<file path="src/rtl/core/dtfx_pkg.sv">
// Shared types, character codes and tables for the decimal text to fixed-point converter.
// Used by the front parser, the record queue, the back divider and the top level.
// Depends on nothing else.
package dtfx_pkg;

  // Widest fraction accumulator and digit count over the supported parameter range.
  localparam int unsigned FracAccMaxW = 30;
  localparam int unsigned DigitCntW   = 4;

  // Character codes of the accepted number form.
  localparam logic [7:0] CharNul   = 8'h00;
  localparam logic [7:0] CharDot   = 8'h2E;
  localparam logic [7:0] CharMinus = 8'h2D;
  localparam logic [7:0] CharPlus  = 8'h2B;
  localparam logic [7:0] CharZero  = 8'h30;
  localparam logic [7:0] CharNine  = 8'h39;

  // Parse phases of the front.
  typedef enum logic [1:0] {
    PhStart,
    PhInt,
    PhFrac,
    PhSkip
  } phase_e;

  // States of the back.
  typedef enum logic [1:0] {
    BackIdle,
    BackDiv,
    BackDone
  } back_state_e;

  // One finished number text, handed from the front to the back.
  typedef struct packed {
    logic                   negative;
    logic [15:0]            int_part;
    logic [FracAccMaxW-1:0] frac_part;
    logic [DigitCntW-1:0]   digit_cnt;
  } num_rec_t;

  // Ten to the power of the fraction digit count.
  function automatic logic [31:0] pow10(input logic [DigitCntW-1:0] n);
    logic [31:0] r;
    case (n)
      4'd0:    r = 32'd1;
      4'd1:    r = 32'd10;
      4'd2:    r = 32'd100;
      4'd3:    r = 32'd1000;
      4'd4:    r = 32'd10000;
      4'd5:    r = 32'd100000;
      4'd6:    r = 32'd1000000;
      4'd7:    r = 32'd10000000;
      4'd8:    r = 32'd100000000;
      4'd9:    r = 32'd1000000000;
      default: r = 32'd1;
    endcase
    return r;
  endfunction

endpackage

</file>
<file path="src/rtl/core/dtfx_front.sv">
// Front parser: takes one character per transfer and accumulates sign, integer and fraction.
// At the zero byte it pushes a finished record into the queue. Depends on dtfx_pkg.
module dtfx_front import dtfx_pkg::*; #(
  parameter int unsigned MaxFractionDigits = 8
) (
  input  logic       clk_i,
  input  logic       rst_ni,
  input  logic       in_valid_i,
  output logic       in_ready_o,
  input  logic [7:0] character_i,
  output logic       push_o,
  output num_rec_t   push_rec_o,
  input  logic       full_i
);

  localparam int unsigned FracW = $clog2(10 ** MaxFractionDigits);

  phase_e               phase_q, phase_d;
  logic                 neg_q, neg_d;
  logic [15:0]          int_q, int_d;
  logic [FracW-1:0]     frac_q, frac_d;
  logic [DigitCntW-1:0] cnt_q, cnt_d;

  logic       accept;
  logic       is_digit;
  logic [7:0] digit_val;

  assign in_ready_o = !full_i;
  assign accept     = in_valid_i && in_ready_o;
  assign is_digit   = (character_i >= CharZero) && (character_i <= CharNine);
  assign digit_val  = character_i - CharZero;

  // The record leaves on the transfer of the zero byte.
  assign push_o                = accept && (character_i == CharNul);
  assign push_rec_o.negative   = neg_q;
  assign push_rec_o.int_part   = int_q;
  assign push_rec_o.frac_part  = FracAccMaxW'(frac_q);
  assign push_rec_o.digit_cnt  = cnt_q;

  // Phase and accumulator updates for one character.
  always_comb begin
    phase_d = phase_q;
    neg_d   = neg_q;
    int_d   = int_q;
    frac_d  = frac_q;
    cnt_d   = cnt_q;
    if (accept) begin
      if (character_i == CharNul) begin
        phase_d = PhStart;
        neg_d   = 1'b0;
        int_d   = '0;
        frac_d  = '0;
        cnt_d   = '0;
      end else begin
        case (phase_q)
          PhStart: begin
            if (character_i == CharMinus) begin
              neg_d   = 1'b1;
              phase_d = PhInt;
            end else if (character_i == CharPlus) begin
              phase_d = PhInt;
            end else if (is_digit) begin
              int_d   = (int_q << 3) + (int_q << 1) + {12'd0, digit_val[3:0]};
              phase_d = PhInt;
            end else if (character_i == CharDot) begin
              phase_d = PhFrac;
            end else begin
              phase_d = PhSkip;
            end
          end
          PhInt: begin
            if (is_digit) begin
              int_d = (int_q << 3) + (int_q << 1) + {12'd0, digit_val[3:0]};
            end else if (character_i == CharDot) begin
              phase_d = PhFrac;
            end else begin
              phase_d = PhSkip;
            end
          end
          PhFrac: begin
            if (is_digit && (cnt_q < DigitCntW'(MaxFractionDigits))) begin
              frac_d = (frac_q << 3) + (frac_q << 1) + FracW'(digit_val[3:0]);
              cnt_d  = cnt_q + 1'b1;
            end else begin
              phase_d = PhSkip;
            end
          end
          default: begin
            phase_d = phase_q;
          end
        endcase
      end
    end
  end

  // Parser state.
  always_ff @(posedge clk_i or negedge rst_ni) begin
    if (!rst_ni) begin
      phase_q <= PhStart;
      neg_q   <= 1'b0;
      int_q   <= '0;
      frac_q  <= '0;
      cnt_q   <= '0;
    end else begin
      phase_q <= phase_d;
      neg_q   <= neg_d;
      int_q   <= int_d;
      frac_q  <= frac_d;
      cnt_q   <= cnt_d;
    end
  end

endmodule

</file>
<file path="src/rtl/core/dtfx_queue.sv">
// Two-entry queue of finished number records between the front and the back.
// Depends on dtfx_pkg for the record type.
module dtfx_queue import dtfx_pkg::*; (
  input  logic     clk_i,
  input  logic     rst_ni,
  input  logic     push_i,
  input  num_rec_t push_rec_i,
  output logic     full_o,
  input  logic     pop_i,
  output logic     empty_o,
  output num_rec_t pop_rec_o
);

  num_rec_t   mem_q [2];
  logic       wr_ptr_q, rd_ptr_q;
  logic [1:0] count_q;

  assign full_o    = (count_q == 2'd2);
  assign empty_o   = (count_q == 2'd0);
  assign pop_rec_o = mem_q[rd_ptr_q];

  // Record storage.
  always_ff @(posedge clk_i) begin
    if (push_i) begin
      mem_q[wr_ptr_q] <= push_rec_i;
    end
  end

  // Pointers and fill count.
  always_ff @(posedge clk_i or negedge rst_ni) begin
    if (!rst_ni) begin
      wr_ptr_q <= 1'b0;
      rd_ptr_q <= 1'b0;
      count_q  <= 2'd0;
    end else begin
      if (push_i) begin
        wr_ptr_q <= !wr_ptr_q;
      end
      if (pop_i) begin
        rd_ptr_q <= !rd_ptr_q;
      end
      if (push_i && !pop_i) begin
        count_q <= count_q + 2'd1;
      end else if (pop_i && !push_i) begin
        count_q <= count_q - 2'd1;
      end
    end
  end

endmodule

</file>
<file path="src/rtl/core/dtfx_back.sv">
// Back end: divides the scaled fraction by ten to the digit count one quotient bit per
// cycle, adds the shifted integer part, applies the sign and holds the result for transfer.
// Depends on dtfx_pkg.
module dtfx_back import dtfx_pkg::*; #(
  parameter int unsigned MaxFractionDigits = 8,
  parameter int unsigned FractionBits      = 16
) (
  input  logic        clk_i,
  input  logic        rst_ni,
  input  logic        empty_i,
  input  num_rec_t    pop_rec_i,
  output logic        pop_o,
  output logic        out_valid_o,
  input  logic        out_ready_i,
  output logic [31:0] fixed_value_o
);

  localparam int unsigned FracW = $clog2(10 ** MaxFractionDigits);
  localparam int unsigned StepW = $clog2(FractionBits + 1);

  back_state_e state_q, state_d;

  logic                    neg_q;
  logic [15:0]             int_q;
  logic [FracW-1:0]        rem_q;
  logic [FracW-1:0]        div_q;
  logic [FractionBits-1:0] quo_q;
  logic [StepW-1:0]        step_q;
  logic                    out_valid_q;
  logic [31:0]             out_data_q;

  logic                    load_out;
  logic [FracW:0]          rem_shift;
  logic                    rem_ge;
  logic [FracW:0]          rem_sub;
  logic [47:0]             int_shift;
  logic [31:0]             magnitude;
  logic [31:0]             result;
  logic [31:0]             pow_val;

  assign pow_val   = pow10(pop_rec_i.digit_cnt);
  assign rem_shift = {rem_q, 1'b0};
  assign rem_ge    = rem_shift >= {1'b0, div_q};
  assign rem_sub   = rem_shift - {1'b0, div_q};

  // Final assembly of the fixed-point value.
  assign int_shift = {32'd0, int_q} << FractionBits;
  assign magnitude = int_shift[31:0] + 32'(quo_q);
  assign result    = neg_q ? (32'd0 - magnitude) : magnitude;

  assign out_valid_o   = out_valid_q;
  assign fixed_value_o = out_data_q;

  // Sequencer: take a record, run the division, then hand the result over.
  always_comb begin
    state_d  = state_q;
    pop_o    = 1'b0;
    load_out = 1'b0;
    case (state_q)
      BackIdle: begin
        if (!empty_i) begin
          pop_o   = 1'b1;
          state_d = BackDiv;
        end
      end
      BackDiv: begin
        if (step_q == StepW'(FractionBits - 1)) begin
          state_d = BackDone;
        end
      end
      BackDone: begin
        if (!out_valid_q || out_ready_i) begin
          load_out = 1'b1;
          state_d  = BackIdle;
        end
      end
      default: begin
        state_d = BackIdle;
      end
    endcase
  end

  // Control registers.
  always_ff @(posedge clk_i or negedge rst_ni) begin
    if (!rst_ni) begin
      state_q     <= BackIdle;
      step_q      <= '0;
      out_valid_q <= 1'b0;
    end else begin
      state_q <= state_d;
      if (pop_o) begin
        step_q <= '0;
      end else if (state_q == BackDiv) begin
        step_q <= step_q + 1'b1;
      end
      if (load_out) begin
        out_valid_q <= 1'b1;
      end else if (out_ready_i) begin
        out_valid_q <= 1'b0;
      end
    end
  end

  // Datapath registers: the remainder starts as the fraction, which is below the divisor.
  always_ff @(posedge clk_i) begin
    if (pop_o) begin
      neg_q <= pop_rec_i.negative;
      int_q <= pop_rec_i.int_part;
      rem_q <= pop_rec_i.frac_part[FracW-1:0];
      div_q <= pow_val[FracW-1:0];
      quo_q <= '0;
    end else if (state_q == BackDiv) begin
      if (rem_ge) begin
        rem_q <= rem_sub[FracW-1:0];
      end else begin
        rem_q <= rem_shift[FracW-1:0];
      end
      quo_q <= {quo_q[FractionBits-2:0], rem_ge};
    end
    if (load_out) begin
      out_data_q <= result;
    end
  end

endmodule

</file>
<file path="src/rtl/core/decimal_text_to_fixed_point_top.sv">
// The input takes one character per cycle while the record queue is not full; the back
// converts one number at a time and pops the next record only after handing over the result.
// The zero byte's transfer pushes the record into the queue; the back pops it, divides, registers the result.
// A two-entry record queue lets the front keep taking characters while the back divides.
// Reset (rst_ni, asynchronous, active low) clears the parser, queue and output valid.
// Depends on dtfx_pkg, dtfx_front, dtfx_queue and dtfx_back.
module decimal_text_to_fixed_point_top import dtfx_pkg::*; #(
  parameter int unsigned MaxFractionDigits = 8,
  parameter int unsigned FractionBits      = 16
) (
  input  logic        clk_i,
  input  logic        rst_ni,
  input  logic        in_valid_i,
  output logic        in_ready_o,
  input  logic [7:0]  character_i,
  output logic        out_valid_o,
  input  logic        out_ready_i,
  output logic [31:0] fixed_value_o
);

  logic     push, full, pop, empty;
  num_rec_t push_rec, pop_rec;

  // Character parser.
  dtfx_front #(
    .MaxFractionDigits(MaxFractionDigits)
  ) u_front (
    .clk_i      (clk_i),
    .rst_ni     (rst_ni),
    .in_valid_i (in_valid_i),
    .in_ready_o (in_ready_o),
    .character_i(character_i),
    .push_o     (push),
    .push_rec_o (push_rec),
    .full_i     (full)
  );

  // Record queue.
  dtfx_queue u_queue (
    .clk_i     (clk_i),
    .rst_ni    (rst_ni),
    .push_i    (push),
    .push_rec_i(push_rec),
    .full_o    (full),
    .pop_i     (pop),
    .empty_o   (empty),
    .pop_rec_o (pop_rec)
  );

  // Divider and output stage.
  dtfx_back #(
    .MaxFractionDigits(MaxFractionDigits),
    .FractionBits     (FractionBits)
  ) u_back (
    .clk_i        (clk_i),
    .rst_ni       (rst_ni),
    .empty_i      (empty),
    .pop_rec_i    (pop_rec),
    .pop_o        (pop),
    .out_valid_o  (out_valid_o),
    .out_ready_i  (out_ready_i),
    .fixed_value_o(fixed_value_o)
  );

endmodule

</file>
<file path="config.mk">
export PLATFORM = sky130hd
export DESIGN_NAME = decimal_text_to_fixed_point_top
export DESIGN_NICKNAME = d
export VERILOG_FILES = /design/src/rtl/core/dtfx_pkg.sv /design/src/rtl/core/dtfx_front.sv /design/src/rtl/core/dtfx_queue.sv /design/src/rtl/core/dtfx_back.sv /design/src/rtl/core/decimal_text_to_fixed_point_top.sv
export SDC_FILE = /design/constraint.sdc
export NUM_CORES = 1
export LEC_CHECK = 0
export BUFFER_PORTS_ARGS = -buffer_cell sky130_fd_sc_hd__buf_2
export CAP_MARGIN = 20
export CELL_PAD_IN_SITES_DETAIL_PLACEMENT = 0
export CELL_PAD_IN_SITES_GLOBAL_PLACEMENT = 1
export CORE_MARGIN = 3
export CORE_UTILIZATION = 50
export DETAILED_ROUTE_END_ITERATION = 7
export GPL_ROUTABILITY_DRIVEN = 0
export PLACE_DENSITY_LB_ADDON = 0.1
export SETUP_SLACK_MARGIN = 0.02
export SLEW_MARGIN = 30
export SYNTH_ARGS = -nofsm -noshare
export SYNTH_HDL_FRONTEND = slang
export SYNTH_SLANG_ARGS = --single-unit
</file>
<file path="constraint.sdc">
create_clock -name clk_i -period 5.19 [get_ports clk_i]
set_clock_uncertainty 0.2 [all_clocks]
set_input_delay 1.038 -clock clk_i [delete_from_list [all_inputs] [get_ports clk_i]]
set_output_delay 1.038 -clock clk_i [all_outputs]
set_load 0.01 [all_outputs]
</file>
* After elaboration in Yosys (flattened, before gate mapping)
Memory sizes are Yosys's and may differ from the RTL's. A register that Yosys moved wholly into a read port is not among the register bits.
Cells that the tools add are included.
** Operators by class
- $add $sub $neg :: 12
- Order comparisons :: 4
- Eq/ne operators :: 16
- Mux-type cells :: 42
- Reductions and logical operators :: 31
** Operators with widths (count)
- 27-bit two-way mux :: 6
- 16-bit two-way mux :: 4
- 32-bit by 16-bit adder with 32-bit output :: 1
- 32-bit two-way mux :: 1
- 16-bit one-hot mux with 2 select lines :: 1
- 1-bit by 32-bit subtractor with 32-bit output, first input constant :: 1
- 28-bit by 27-bit greater-or-equal comparator with 1-bit output :: 1
- 27-bit adder :: 1
- 27-bit by 4-bit adder with 27-bit output :: 1
- 27-bit subtractor :: 1
- 8-bit by 6-bit equality test with 1-bit output, second input constant :: 3
- 2-bit two-way mux :: 11
- 16-bit adder :: 1
- 16-bit by 4-bit adder with 16-bit output :: 1
- 2-bit nonzero test :: 7
- 1-bit two-way mux :: 12
- 4-bit two-way mux :: 3
- 2-bit one-hot mux with 3 select lines :: 2
- 5-bit two-way mux :: 2
- 3-bit by 2-bit != test with 1-bit output, second input constant :: 3
- 3-bit AND reduction :: 3
- 8-bit by 6-bit greater-or-equal comparator with 1-bit output, second input constant :: 1
- 8-bit by 6-bit less-or-equal comparator with 1-bit output, second input constant :: 1
- 8-bit zero test :: 1
- other kinds (19) :: 36
** Storage, ports and cells
- Register bits :: 154
- Memory bits (writable) :: 96
- Memory bits (read-only) :: 480
- Input bits :: 12
- Output and inout bits :: 34
- Word-level logic and storage cells :: 123
- Memories kept :: 2
** Memory list
- (no name shown) :: words 16, width 30, read ports 1, clocked after memory_dff 1, wr ports 0, line dtfx_pkg.sv:44 : case (n)
- u_queue.mem_q :: words 2, width 48, read ports 1, clocked after memory_dff 0, wr ports 1, line dtfx_queue.sv:14 : num_rec_t mem_q [2];

* Longest topological paths before layout
- Depth in word-level cells :: 8
- Depth in mapped cells :: 13
- Depth with buffers taken out :: 13

* Cells and area by module
A second synthesis with hierarchy kept.
** Unflattened totals
- Cell total of the unflattened synthesis :: 1385
- Area, all modules :: 15717.6 um2
** By module, submodules not included
- dtfx_back :: instances 1, cells each 673, area each 6845.3 um2
- dtfx_front :: instances 1, cells each 537, area each 4753.3 um2
- dtfx_queue :: instances 1, cells each 175, area each 4119.0 um2

* Least setup slack after synthesis
OpenSTA, ideal clock, no wires.
- Path type :: in2reg
- From :: input port character_i[3]
- To :: memory u_queue.mem_q[0][0] (netlist name) (enable)
- Arrival :: 4.153 ns
- Data required time :: 4.536 ns
- Slack :: 0.383 ns
- Stages :: 6
- Cell sequence :: nor4_1 nand3_1 or2_2 clkbuf_1 clkbuf_1 nor2_1
** On the way
- Word-level cells in the longest chain between the ends :: 4
** RTL lines
- start: declaration :: line decimal_text_to_fixed_point_top.sv:15 : input logic [7:0] character_i,
- 8-bit zero test :: line dtfx_front.sv:34 : assign push_o = accept && (character_i == CharNul);
- 1-bit logical AND :: line dtfx_front.sv:34
- 1-bit two-way mux :: line dtfx_queue.sv:24 : if (push_i) begin
- 1-bit two-way mux (not written as such) :: line dtfx_queue.sv:25 : mem_q[wr_ptr_q] <= push_rec_i;
- end: declaration :: line dtfx_queue.sv:14
No other way between the ends.

* Final worst setup path
- From :: input port character_i[3]
- To :: register u_front.frac_q[26]
** On the way
- Word-level cells in the longest chain between the ends :: 5
** RTL lines
- 4-bit by 1-bit subtractor with 4-bit output, or another cell as far along :: line dtfx_front.sv:31 : assign digit_val = character_i - CharZero;
- 27-bit by 4-bit adder with 27-bit output / 1-bit logical AND (equally long branches) :: line dtfx_front.sv:82, dtfx_front.sv:30
- 27-bit two-way mux / 1-bit logical AND (equally long branches) :: line dtfx_front.sv:81 : if (is_digit && (cnt_q < DigitCntW'(MaxFractionDigits))) begin
- 27-bit two-way mux / 2-bit nonzero test (equally long branches)
- 27-bit two-way mux / 3-bit AND reduction (equally long branches)
- end signal: assignment :: line dtfx_front.sv:108 : frac_q <= frac_d;
- end: declaration :: line dtfx_front.sv:21 : logic [FracW-1:0] frac_q, frac_d;
Several ways; a longest one is shown, not always the timed one. The select of a mux whose other input is x is not followed.
A chain may end at the register's enable or synchronous reset.

==> impl_metrics.csv <==
group,metric,value,unit
placement,dp_hpwl,20500,um
worst_setup_path,worst_ep_required_time,5410,ps
synth,yosys.area.top_type,"edfxtp_1",
synth,seq_area_frac_synth,53.1,%
global_route,antenna_found_initial,0,
global_route,overflow,0,
job,max_cap_violations,0,
clock_network,cts_resized,0,
synth,syn_nets,1407,
timing,setup-violations-final,0,
cells_and_area,fin_cells,1725,
cells_and_area,nNetsFinal,1455,
timing,rsz0062_at_grt,"no",
worst_setup_path,worstSetupPathType,"input pin to register",
timing,slew_headroom,41.9,%
drt,drt-total-wl,28900,um
placement,portBuffers,45,
cells_and_area,drive_gt1_share,10.8,%
clock_network,clk_latency,550,ps
drt,antenna_left,0,
worst_setup_path,crit_fanout,4,
timing,hold_viol_final,0,
pwr,ir_drop,0.000260,V
pwr,pwr_density_cell,553,nW/um2
clock_network,cts_setup_buffers,0,
drt,drcViolationCount,0,
drt,num_vias,9506,
timing,slew_viol_final,0,
global_route,grt_max_degree,58,
cells_and_area,area_delta_synth_final,11.1,%
pwr,net-switching-power,3.27,mW
die,die_h,177,um
pwr,power_frac_seq,37.6,%
die,dieArea,31200,um2
clock_network,cts_buffers,30,
clock_network,cts_tree,"yes",
drt,drt_first_pass_iters,5,
cells_and_area,antennaDiodeCount,0,
worst_hold_path,hold_depth,1,
die,rows,61,
placement,placed_cells,1669,
timing,fmax,258,MHz
die,num_io_pins,46,
drt,drt-initial-drc-count,507,
synth,yosys-top-cells-area,"edfxtp_1 40%, dfrtp_1 11%, ha_1 9.8%, xnor2_1 3.8%, o21ai_0 3.4%",
synth,synth_edf_count,195,
clock_network,clkTransAtPathRegs,60,ps
worst_hold_path,hold_path.class,"register to register",
synth,syn_area,14600,um2
global_route,grt_pass1_wl,47900,um
synth,synth_flop_cell,"edfxtp_1",
worst_setup_path,end_kind,"register",
pwr,p_int,5.67,mW
die,core_area,28200,um2
worst_setup_path,reg2reg_from,"u_back.div_q[0]",
synth,synth-seq-cells,273,
worst_setup_path,cp-start-kind,"input pin",
pwr,clockPowerShare,21.8,%
synth,syn_inst,1276,
pwr,p_leak,6.74,nW
clock_network,ctsHoldBuffers,0,
synth,synth.avg_cell_area,11.4,um2
status,status,"complete, no violations",
synth,ys_top_cells_by_count,"195 x edfxtp_1, 114 x ha_1, 109 x nand2_1",
synth,yosys.cell_count.top_type,"edfxtp_1",
synth,synth_top_area_share,40.2,%
pwr,swShare,36.6,%
global_route,first_global_vias,9346,
worst_setup_path,regToRegSetupSlack,1340,ps
global_route,track_usage,18.7,%
worst_hold_path,worstHoldStart,"u_back.step_q[3]",
timing,period_needed,3880,ps
timing,tns,0,ps
worst_setup_path,rr_endpoint,"u_back.rem_q[1]",
synth,yosysUniqueCellTypes,66,
synth,ys.warnings.count,0,
worst_hold_path,whs_endpoint,"u_back.step_q[3]",
worst_setup_path,worst_r2r_path_depth,11,
die,die_x,177,um
drt,drt-wirelength-per-cell,16.8,um
timing,period_share,74.8,%
timing,tightest_slew,872,ps
clock_network,clockBufferDepth,3,
drt,via_per_inst,5.51,
worst_setup_path,cp_data_arrival_time,4100,ps
synth,synthArstFlopShare,22.7,%
clock_network,clkSinkCount,273,
clock_network,htreeDepth,1,
die,start_util,51.6,%
pwr,power.share.combinational,40.5,%
clock_network,clock-root-buffer,"clkbuf_16",
-- logic make-up after synthesis --
logic type,share of synthesized area [%]
compound gates,13.8
simple gates,10.7
flops,53.1
fa+ha+maj,10.5
buf+inv,2.62
xor+xnor,5.71
mux,3.62
-- flip-flops by register name, summed over array words and instances, names as in the netlist, 2 cells and up --
| register | flops |
|---|---|
| u_front.frac_q | 27 |
| u_queue.mem_q | 96 |
| u_back.div_q | 22 |
| u_back.int_q | 16 |
| u_back.quo_q | 16 |
| u_back.fixed_value_o | 32 |
| u_front.cnt_q | 4 |
| u_back.state_q | 2 |
| u_queue.count_q | 2 |
| u_back.step_q | 5 |
| u_front.int_q | 16 |
| u_front.phase_q | 2 |
| u_back.rem_q | 27 |
-- per-stage QoR --
step	cell area, um2	power (mW)	utilization, %	setup slack, ps	hold slack (ps)
final	16200	8.94	57.3	1310	278
after global routing	16200	9.64	57.3	993	307
after CTS	16200	9.02	57.2	1290	287
after detailed placement	15300	7.03	54.0	728	276
after global placement	15200	6.97	53.9	811	269
after floorplan	14600	6.17	-	383	242
-- worst max path at each step --
stage / start / end / slack, ps / cells past startpoint
2_1_floorplan: character_i[3] / u_queue.mem_q[0][0] / 380 / 6
3_3_place_gp: character_i[3] / u_front.frac_q[26] / 810 / 14
3_5_place_dp: character_i[3] / u_front.frac_q[26] / 730 / 13
4_1_cts: u_back.div_q[0] / u_back.rem_q[1] / 1290 / 11
5_1_grt: character_i[3] / u_front.frac_q[26] / 990 / 14
6_report: character_i[3] / u_front.frac_q[26] / 1310 / 13
-- placed cells by master, fill, tap and decap left out, types with 5 or more instances in the layout --
master and n:
nor4_1 5, clkbuf_1 5, nand4_1 6, nor3_1 15, ha_1 114, o21ai_0 97
nand2_1 109, o31ai_1 14, dfrtp_1 61, clkbuf_16 30, dfxtp_1 16, a211oi_1 32
nor2_1 46, nor2b_1 30, a21oi_1 79, clkinv_1 9, xnor2_1 64, fa_1 5
mux2_2 21, nand2b_1 11, edfxtp_1 195, mux2i_1 29, a21o_1 24, o41ai_1 7
nand3_1 63, o21bai_1 11, buf_2 45, clkinv_2 5, a31oi_1 9, inv_1 55
and3_1 5, buf_4 12, o21a_1 12, or2_2 6, xor2_1 31
-- critical path, cell delays in order --
cell and delay (ps):
buf_2 120, inv_1 90, fa_1 590, fa_1 230, nor2b_1 70, o31ai_1 370, a31oi_1 200, o221ai_1 350
a41oi_1 240, a211oi_1 400, a21oi_1 140, xnor2_1 170, o21ai_0 90
-- power by group through the flow --
| stage | Sequential [mW] | Clock (mW) | Combinational (mW) |
|---|---|---|---|
| after global placement | 3.41 | 0 | 3.56 |
| after floorplan | 3.23 | 0 | 2.94 |
| after global routing | 3.42 | 2.10 | 4.12 |
| after detailed placement | 3.41 | 0 | 3.62 |
| final | 3.37 | 1.95 | 3.63 |
| after CTS | 3.37 | 2.01 | 3.64 |
-- layout make-up --
| cell class | instances | area, um2 |
|---|---|---|
| clock buffer | 35 | 769 |
| clock inverter | 20 | 139 |
| fill | 2462 | 12100 |
| inverter | 56 | 210 |
| multi-input combinational | 903 | 6490 |
| sequential | 273 | 7730 |
| tap | 378 | 473 |
| timing repair buffer | 60 | 373 |
-- metal layers --
layer | wire length (um) | vias up | global-route usage [%]
met5 | 0 | - | 0
met4 | 489 | 0 | 4.22
met3 | 823 | 39 | 2.32
met2 | 13000 | 117 | 30.1
met1 | 14600 | 4525 | 27.5
li1 | - | 4825 | -
(Power assumes the default switching activity.)
